### src/rtl/core/esafb_pkg.sv
// Package: opcodes, memory op codes, flag codes and defaults of the execute stage.
`default_nettype none

package esafb_pkg;

  localparam int unsigned DATA_WIDTH_DEF = 32;
  localparam int unsigned OUT_WIDTH      = 32;
  localparam int unsigned ADDR_WIDTH     = 16;
  localparam int unsigned PTR_STEP       = 4;

  typedef enum logic [4:0] {
    OP_NOP    = 5'd0,
    OP_HALT   = 5'd1,
    OP_MOVC   = 5'd2,
    OP_ADD    = 5'd3,
    OP_SUB    = 5'd4,
    OP_MUL    = 5'd5,
    OP_AND    = 5'd6,
    OP_OR     = 5'd7,
    OP_XOR    = 5'd8,
    OP_ADDL   = 5'd9,
    OP_SUBL   = 5'd10,
    OP_CMP    = 5'd11,
    OP_CML    = 5'd12,
    OP_BZ     = 5'd13,
    OP_BNZ    = 5'd14,
    OP_BP     = 5'd15,
    OP_BNP    = 5'd16,
    OP_BN     = 5'd17,
    OP_BNN    = 5'd18,
    OP_JUMP   = 5'd19,
    OP_JALR   = 5'd20,
    OP_LOAD   = 5'd21,
    OP_LOADP  = 5'd22,
    OP_STORE  = 5'd23,
    OP_STOREP = 5'd24
  } op_e;

  typedef enum logic [1:0] {
    MEM_NONE  = 2'd0,
    MEM_READ  = 2'd1,
    MEM_WRITE = 2'd2
  } mem_op_e;

  // Flag vector: bit2 P, bit1 N, bit0 Z
  localparam logic [2:0] FLAGS_NONE = 3'b000;
  localparam logic [2:0] FLAG_P     = 3'b100;
  localparam logic [2:0] FLAG_N     = 3'b010;
  localparam logic [2:0] FLAG_Z     = 3'b001;

endpackage

`default_nettype wire

### src/rtl/core/execute_stage_alu_flags_branch.sv
// Execute stage: ALU, P/N/Z condition flags, branch resolution and memory request.
`default_nettype none

// Executes one decoded instruction per item. An item enters an input register,
// passes through one level of ALU / address / branch logic, and lands in a
// result register; it takes one item per cycle unless out_ready_i stalls the
// pipe. The P/N/Z flags live in a register updated as an item moves into the
// result register; the next item's branch test sees them with no bubble, which
// is what holds the rate at one item per cycle. The widest path is the
// DATA_WIDTH x DATA_WIDTH multiply (low half only) feeding the zero/sign test.
// Ready propagates back through both stages: while a finished result waits
// downstream the input register still takes one item if it is empty, so a full
// pipe holds two items. Arithmetic is DATA_WIDTH-bit two's complement and wraps; operands are
// sign-extended from 32 bits, and each 32-bit result port shows the low 32 bits
// of the DATA_WIDTH-bit value. Unused result fields read zero, loads report a
// zero dest_value (data comes later from memory), and opcodes 25 to 31 behave
// as NOP. Flags reset to all clear, so BZ/BP/BN are not taken until a flag is set.
module execute_stage_alu_flags_branch #(
  parameter int unsigned DATA_WIDTH = esafb_pkg::DATA_WIDTH_DEF
) (
  input  wire logic               clk_i,
  input  wire logic               rst_ni,
  // instruction channel
  input  wire logic               in_valid_i,
  output logic                    in_ready_o,
  input  wire logic        [4:0]  operation_i,
  input  wire logic signed [31:0] src1_value_i,
  input  wire logic signed [31:0] src2_value_i,
  input  wire logic signed [31:0] literal_i,
  input  wire logic        [15:0] instr_address_i,
  // result channel
  output logic                    out_valid_o,
  input  wire logic               out_ready_i,
  output logic                    dest_write_o,
  output logic signed [31:0]      dest_value_o,
  output logic                    pointer_write_o,
  output logic signed [31:0]      pointer_value_o,
  output logic        [1:0]       mem_op_o,
  output logic signed [31:0]      mem_address_o,
  output logic signed [31:0]      mem_data_o,
  output logic                    branch_taken_o,
  output logic                    redirect_o,
  output logic signed [31:0]      redirect_target_o,
  output logic        [2:0]       flags_out_o
);

  localparam int unsigned DW = DATA_WIDTH;
  localparam int unsigned OW = esafb_pkg::OUT_WIDTH;

  // Exactly one flag from a DW-bit result.
  function automatic logic [2:0] flags_of(input logic [DW-1:0] r);
    logic [2:0] f;
    if (r == '0) begin
      f = esafb_pkg::FLAG_Z;
    end else if (r[DW-1]) begin
      f = esafb_pkg::FLAG_N;
    end else begin
      f = esafb_pkg::FLAG_P;
    end
    return f;
  endfunction

  // ---------------------------------------------------------------------------
  // Handshake: each stage advances when its downstream slot frees up
  // ---------------------------------------------------------------------------
  logic in_valid_q, in_valid_d;
  logic out_valid_q, out_valid_d;
  logic out_adv, in_adv;

  assign out_adv    = !out_valid_q || out_ready_i;
  assign in_adv     = !in_valid_q || out_adv;
  assign in_ready_o = in_adv;

  always_comb begin
    in_valid_d  = in_adv ? in_valid_i : in_valid_q;
    out_valid_d = out_adv ? in_valid_q : out_valid_q;
  end

  // ---------------------------------------------------------------------------
  // Input register
  // ---------------------------------------------------------------------------
  logic        [4:0]  op_q;
  logic signed [31:0] src1_q;
  logic signed [31:0] src2_q;
  logic signed [31:0] lit_q;
  logic        [15:0] addr_q;

  always_ff @(posedge clk_i) begin
    if (in_valid_i && in_adv) begin
      op_q   <= operation_i;
      src1_q <= src1_value_i;
      src2_q <= src2_value_i;
      lit_q  <= literal_i;
      addr_q <= instr_address_i;
    end
  end

  // ---------------------------------------------------------------------------
  // Execute logic
  // ---------------------------------------------------------------------------
  logic [DW-1:0] a, b, lit, pc;
  logic [DW-1:0] alu_res;
  logic          alu_op;
  logic [DW-1:0] dv, pv, maddr, mdata, tgt;
  logic          dw, pw, taken, redir;
  logic [1:0]    mop;
  logic [2:0]    flags_q, flags_d;

  // Sign-extend (or truncate) the 32-bit operands into the datapath width.
  assign a   = DW'(src1_q);
  assign b   = DW'(src2_q);
  assign lit = DW'(lit_q);
  assign pc  = DW'(addr_q);

  always_comb begin
    alu_res = '0;
    alu_op  = 1'b0;
    dw      = 1'b0;
    dv      = '0;
    pw      = 1'b0;
    pv      = '0;
    mop     = esafb_pkg::MEM_NONE;
    maddr   = '0;
    mdata   = '0;
    taken   = 1'b0;
    redir   = 1'b0;
    tgt     = '0;
    flags_d = flags_q;

    case (op_q)
      esafb_pkg::OP_MOVC: begin
        dw = 1'b1;
        dv = lit;
      end
      esafb_pkg::OP_ADD: begin
        alu_res = a + b;
        alu_op  = 1'b1;
      end
      esafb_pkg::OP_SUB: begin
        alu_res = a - b;
        alu_op  = 1'b1;
      end
      esafb_pkg::OP_MUL: begin
        alu_res = a * b;
        alu_op  = 1'b1;
      end
      esafb_pkg::OP_AND: begin
        alu_res = a & b;
        alu_op  = 1'b1;
      end
      esafb_pkg::OP_OR: begin
        alu_res = a | b;
        alu_op  = 1'b1;
      end
      esafb_pkg::OP_XOR: begin
        alu_res = a ^ b;
        alu_op  = 1'b1;
      end
      esafb_pkg::OP_ADDL: begin
        alu_res = a + lit;
        alu_op  = 1'b1;
      end
      esafb_pkg::OP_SUBL: begin
        alu_res = a - lit;
        alu_op  = 1'b1;
      end
      esafb_pkg::OP_CMP: flags_d = flags_of(a - b);
      esafb_pkg::OP_CML: flags_d = flags_of(a - lit);
      esafb_pkg::OP_BZ:  taken = |(flags_q & esafb_pkg::FLAG_Z);
      esafb_pkg::OP_BNZ: taken = ~|(flags_q & esafb_pkg::FLAG_Z);
      esafb_pkg::OP_BP:  taken = |(flags_q & esafb_pkg::FLAG_P);
      esafb_pkg::OP_BNP: taken = ~|(flags_q & esafb_pkg::FLAG_P);
      esafb_pkg::OP_BN:  taken = |(flags_q & esafb_pkg::FLAG_N);
      esafb_pkg::OP_BNN: taken = ~|(flags_q & esafb_pkg::FLAG_N);
      esafb_pkg::OP_JUMP: begin
        redir = 1'b1;
        tgt   = a + lit;
      end
      esafb_pkg::OP_JALR: begin
        redir = 1'b1;
        tgt   = a + lit;
        dw    = 1'b1;
        dv    = pc + DW'(esafb_pkg::PTR_STEP);
      end
      esafb_pkg::OP_LOAD: begin
        dw    = 1'b1;
        mop   = esafb_pkg::MEM_READ;
        maddr = a + lit;
      end
      esafb_pkg::OP_LOADP: begin
        dw    = 1'b1;
        mop   = esafb_pkg::MEM_READ;
        maddr = a + lit;
        pw    = 1'b1;
        pv    = a + DW'(esafb_pkg::PTR_STEP);
      end
      esafb_pkg::OP_STORE: begin
        mop   = esafb_pkg::MEM_WRITE;
        maddr = b + lit;
        mdata = a;
      end
      esafb_pkg::OP_STOREP: begin
        mop   = esafb_pkg::MEM_WRITE;
        maddr = b + lit;
        mdata = a;
        pw    = 1'b1;
        pv    = b + DW'(esafb_pkg::PTR_STEP);
      end
      default: ; // NOP, HALT and unused codes
    endcase

    // Register-register and register-literal ALU ops write back and set flags
    if (alu_op) begin
      dw      = 1'b1;
      dv      = alu_res;
      flags_d = flags_of(alu_res);
    end

    // Taken conditional branch redirects relative to its own address
    if (taken) begin
      redir = 1'b1;
      tgt   = pc + lit;
    end
  end

  // ---------------------------------------------------------------------------
  // Control registers: valids and condition flags
  // ---------------------------------------------------------------------------
  always_ff @(posedge clk_i or negedge rst_ni) begin
    if (!rst_ni) begin
      in_valid_q  <= 1'b0;
      out_valid_q <= 1'b0;
      flags_q     <= esafb_pkg::FLAGS_NONE;
    end else begin
      in_valid_q  <= in_valid_d;
      out_valid_q <= out_valid_d;
      if (in_valid_q && out_adv) begin
        flags_q <= flags_d;
      end
    end
  end

  // ---------------------------------------------------------------------------
  // Result register
  // ---------------------------------------------------------------------------
  logic        res_dw_q, res_pw_q, res_taken_q, res_redir_q;
  logic [1:0]  res_mop_q;
  logic [31:0] res_dv_q, res_pv_q, res_maddr_q, res_mdata_q, res_tgt_q;
  logic [2:0]  res_flags_q;

  always_ff @(posedge clk_i) begin
    if (in_valid_q && out_adv) begin
      res_dw_q    <= dw;
      res_dv_q    <= OW'(dv);
      res_pw_q    <= pw;
      res_pv_q    <= OW'(pv);
      res_mop_q   <= mop;
      res_maddr_q <= OW'(maddr);
      res_mdata_q <= OW'(mdata);
      res_taken_q <= taken;
      res_redir_q <= redir;
      res_tgt_q   <= OW'(tgt);
      res_flags_q <= flags_d;
    end
  end

  assign out_valid_o       = out_valid_q;
  assign dest_write_o      = res_dw_q;
  assign dest_value_o      = res_dv_q;
  assign pointer_write_o   = res_pw_q;
  assign pointer_value_o   = res_pv_q;
  assign mem_op_o          = res_mop_q;
  assign mem_address_o     = res_maddr_q;
  assign mem_data_o        = res_mdata_q;
  assign branch_taken_o    = res_taken_q;
  assign redirect_o        = res_redir_q;
  assign redirect_target_o = res_tgt_q;
  assign flags_out_o       = res_flags_q;

endmodule

`default_nettype wire

### config.mk
export PLATFORM = sky130hd
export DESIGN_NAME = execute_stage_alu_flags_branch
export DESIGN_NICKNAME = d
export VERILOG_FILES = /design/src/rtl/core/esafb_pkg.sv /design/src/rtl/core/execute_stage_alu_flags_branch.sv
export SDC_FILE = /design/constraint.sdc
export NUM_CORES = 2
export LEC_CHECK = 0
export ABC_AREA = 1
export BUFFER_PORTS_ARGS = -buffer_cell sky130_fd_sc_hd__buf_4
export CAP_MARGIN = 20
export CORE_ASPECT_RATIO = 2
export CORE_MARGIN = 2
export CORE_UTILIZATION = 64
export CTS_CLUSTER_DIAMETER = 80
export CTS_CLUSTER_SIZE = 40
export DETAILED_ROUTE_END_ITERATION = 8
export PLACE_DENSITY = 0.84
export SYNTH_ARGS = -nofsm -noshare
export SYNTH_HDL_FRONTEND = slang
export SYNTH_SLANG_ARGS = --single-unit
### constraint.sdc
create_clock -name clk_i -period 7.8 [get_ports clk_i]
set_input_delay 0.78 -clock clk_i [delete_from_list [all_inputs] [get_ports clk_i]]
set_output_delay 0.78 -clock clk_i [all_outputs]
set_load 0.005 [all_outputs]
==> out/results.ini, run 1 <==
[yosys]
syn_area_sq_um = 41910
synth_top_cells_by_area = edfxtp_1 (20%), fa_1 (20%), nand2_1 (13%)
async_reset_ff_share_pct = 1.718
synth_cell_types = 58
yosys_register_bits = 291
ys_warn_count = 0
synth_edf_count = 286
syn_inst = 5783
yosys.cell_count.top_type = nand2_1
syn_avg_cell_area_sq_um = 7.247
syn-num-nets = 6647
ys.flop_type = edfxtp_1
synth.largest_area_cell = edfxtp_1
ys_seq_area_share_pct = 20.79
netlist.area_leader.share_pct = 20.49
synth_common_cells = nand2_1 (1454), inv_1 (1236), nor2_1 (469), fa_1 (414), ha_1 (329)

[grt]
grt_pass1_vias = 53830
overflow = 550
grt_use_total_pct = 76.96
grt_pass1_wl_microns = 385800
grt_max_degree = 115

[placed_design]
post-dp-hpwl_microns = 162800
gp_congestion = 1.332
port_buffers = 291

[cts]
htreeDepth = 1
cts-root-buf = clkbuf_16
clock_path_buffers = 3
clock_sinks = 291
numCtsBuffers = 14

[die]
io_pins = 292
rows = 132
die_w_microns = 184.9
initial_core_util_pct = 64.73
die_h_microns = 365.9

[run_status]
error = [ERROR GRT-0116] Global routing finished with congestion. Check the congestion regions in the DRC Viewer.
lastStage = global routing (5_1_grt)
status = did not finish

-- per-layer routing --
layer / GRT usage (%) / overflow
met2: 94.78 / 337
met3: 59.39 / 6
met5: 20.96 / 2
met1: 75.78 / 3
met4: 80.40 / 202
-- kinds of logic after synthesis --
family          Yosys count  synth area share, %
buf+inv                1443                13.10
fa+ha+maj               743                29.60
xor+xnor                 99                2.069
compound gates          765                10.29
flops                   291                20.79
simple gates           2442                24.15
-- what timing repair did --
item                                    CTS
buffers inserted                         18
hold buffers                              1
endpoints found under the setup margin    6
endpoints found under the hold margin     2
gates resized for setup                  43
gates cloned                              4
pin swaps                                12
-- per-stage QoR --
step           TNS [ns]  instances  setup slack, ns  instance area [sq um]
4_1_cts               0       7038         0.004476                  47590
3_5_place_dp     -1.559       6991          -0.4361                  46570
3_3_place_gp     -1.201       6990          -0.3706                  46560
2_1_floorplan         0       5783           0.6646                  41910
==> run 2, diff against run 1 <==
--- a/config.mk
+++ b/config.mk
@@ -8,13 +8,10 @@
 export ABC_AREA = 1
 export BUFFER_PORTS_ARGS = -buffer_cell sky130_fd_sc_hd__buf_4
 export CAP_MARGIN = 20
-export CORE_ASPECT_RATIO = 2
 export CORE_MARGIN = 2
-export CORE_UTILIZATION = 64
-export CTS_CLUSTER_DIAMETER = 80
-export CTS_CLUSTER_SIZE = 40
+export CORE_UTILIZATION = 40
 export DETAILED_ROUTE_END_ITERATION = 8
-export PLACE_DENSITY = 0.84
+export PLACE_DENSITY_LB_ADDON = 0.15
 export SYNTH_ARGS = -nofsm -noshare
 export SYNTH_HDL_FRONTEND = slang
 export SYNTH_SLANG_ARGS = --single-unit
==> run 2 against run 1 <==
Net effect:
- synthesized area unchanged
- the run now ends clean
- synthesized cell count unchanged
==> out/results.ini, run 2 <==
[timing]
slew_viol_final = 0
fmax_ghz = 0.1319
relSlewSlack_pct = 18.33
finalHoldViolCount = 0
timing.final.crit_share_pct = 97.23
worst_pin_slew_ns = 1.212
whs_ns = 0.3266
period_minus_slack_ns = 7.584
skew_ns = 0.04775
finalSetupViolCount = 0

[die]
die_h_microns = 327.7  ; -10%
rows = 118  ; -11%
initial_core_util_pct = 40.38  ; -24 points
core_area_sq_um = 103800
io_pins = 292  ; unchanged
die_w_microns = 327.7  ; +77%
die_area_sq_um = 107400

[final_layout]
drive_above_1_share_pct = 13.55
layout_commonest_cell = nand2_1
layout_common_cells = nand2_1 (1438), inv_1 (1223), buf_4 (559), nor2_1 (442), fa_1 (406)
syn_to_final_growth_pct = 19.47
fill_cells = 10610
fin_cells = 7668
nets = 7121

[cts]
clock_sinks = 291  ; unchanged
htreeDepth = 2  ; +1
path_clk_slew_ns = 0.06
numCtsBuffers = 36  ; +22
cts-root-buf = clkbuf_16
cts_tree = built
clock_path_buffers = 3  ; unchanged
insertion_delay_ns = 0.62

[worst_hold_path]
hold_class = in -> reg
min_from = literal_i[31]

[critical_path]
crit_start = a[8]
crit_top_cell = nand2_1
r2r_start = a[8]
slowest_delay_ns = 0.55
startpoint_type = flop
critPathRequiredTime_ns = 8.14
arrival_ns = 7.93
critPathMaxFanout = 6
end_kind = flop
path_class = reg -> reg
crit_path_top_delay_cell = fa_1

[yosys]
syn_area_sq_um = 41910  ; unchanged
synth.largest_area_cell = edfxtp_1
synth_cell_types = 58  ; unchanged
ys_warn_count = 0  ; unchanged
syn-num-nets = 6647  ; unchanged
syn_avg_cell_area_sq_um = 7.247  ; unchanged
syn_inst = 5783  ; unchanged
synth_edf_count = 286  ; unchanged
yosys.cell_count.top_type = nand2_1
synth_top_cells_by_area = edfxtp_1 (20%), fa_1 (20%), nand2_1 (13%)
async_reset_ff_share_pct = 1.718  ; unchanged
yosys_register_bits = 291  ; unchanged
post_synth_xor_area_fraction_pct = 2.069  ; unchanged
synth_compound_area_share_pct = 10.29  ; unchanged
synth_common_cells = nand2_1 (1454), inv_1 (1236), nor2_1 (469), fa_1 (414), ha_1 (329)
ys_seq_area_share_pct = 20.79  ; unchanged
netlist.area_leader.share_pct = 20.49  ; unchanged
synth_top_family_by_area = adder cells
synthAdderAreaFrac_pct = 29.60  ; unchanged
ys.flop_type = edfxtp_1
muxShareOfSynthArea_pct = 0  ; unchanged
yosys.area_share.simple_pct = 24.15  ; unchanged

[grt]
grt_pass1_vias = 41660
grt_max_degree = 77
grt_use_total_pct = 36.70
grt_pass1_wl_microns = 284100
overflow = 0
grt_antenna_before_repair = 9

[drt]
avgViaCountPerCell = 5.467
num_vias = 41920
dr.pass1.iters = 8
met2_length_microns = 93130
wl_met1_microns = 80210
drt_iter0_drc = 3737
maxUsedRoutingLayer = met5
drt-total-wl_microns = 203300
drc_errors = 0
met3RoutedLength_microns = 19330
ant_nets = 0
post_drt_wl_per_cell_microns = 26.52

[job]
maxCapViolCount = 0

[placed_design]
placed_cells = 7539  ; +7.8%
gp_congestion = 1.026  ; -23%
port_buffers = 291  ; unchanged
post-dp-hpwl_microns = 166900  ; +2.5%

[run_status]
status = complete, no violations

==> run 2: cell counts after synthesis <==
No cell type changed its count.
==> run 2: cell type report <==
| class | instances | area (sq um) | share of cell area (%) |
|---|---|---|---|
| Clock buffer | 46 | 959.7 | 1.917 |
| Antenna cell | 6 | 15.01 | 0.02999 |
| Clock inverter | 17 | 117.6 | 0.2349 |
| Tap cell | 1380 | 1727 | 3.449 |
| Timing Repair Buffer | 632 | 5552 | 11.09 |
| Sequential cell | 291 | 8713 | 17.40 |
| Multi-Input combinational cell | 4049 | 28290 | 56.51 |
| Inverter | 1247 | 4690 | 9.366 |
==> run 2: final timing paths <==
kind	cells past startpoint	endpoint	slack, ns
max in group asynchronous	2	out_valid_o	7.06
max	34	flags_out_o[2]	0.22
min reg2reg	2	out_valid_o	0.54
min in group asynchronous	2	flags_q[1]	0.58
max reg2reg	34	flags_out_o[2]	0.22
min	1	lit[31]	0.33
==> run 2: layer usage <==
metal	global-route usage, %	up-vias
li1	-	19060
met1	46.79	20430
met2	60.44	2037
met3	7.899	379
met4	14.97	6
met5	0	-
==> run 2: kinds of logic (layout without fill, tap and decap cells) <==
kind of cell,count (synthesis),after routing
buffers and inverters,1443,1942
adders and majority gates,743,743
and+or+nand+nor,2442,2442
other,0,6
xor gates and xnor gates,99,99
AOI/OAI and AO/OA,765,765
DFF,291,291
==> run 2: repair_timing <==
| item | in CTS | in global routing |
|---|---|---|
| hold endpoints to repair | 5 | 0 |
| setup endpoints to repair | 0 | 12 |
| hold buffers | 1 | 0 |
| buffers inserted | 0 | 48 |
| resized for setup | 0 | 183 |
==> run 2: critical path, delay by kind of cell (launching register included) <==
kind	cells	cell delay (ns)
AO/OA/AOI/OAI	2	0.33
adder cells (fa/ha/maj)	9	3.89
buffers and inverters	8	0.98
flip-flops	1	0.43
AND/OR/NAND/NOR	15	1.70
==> run 2: through the flow <==
stage                     setup slack [ns]  TNS, ns  utilization (%)  cell area, sq um
after floorplan                     0.6646        0                -             41910
after global placement             0.08305        0            45.88             47620
after detailed placement           0.07039        0            45.88             47620
after CTS                          0.04013        0            46.92             48700
after global routing              -0.05446  -0.1059            48.22             50050
final                               0.2164        0            48.24             50070
Power of run 2 is not shown: default switching activity piles up to over one toggle a cycle in this logic, so the estimate is an artifact.
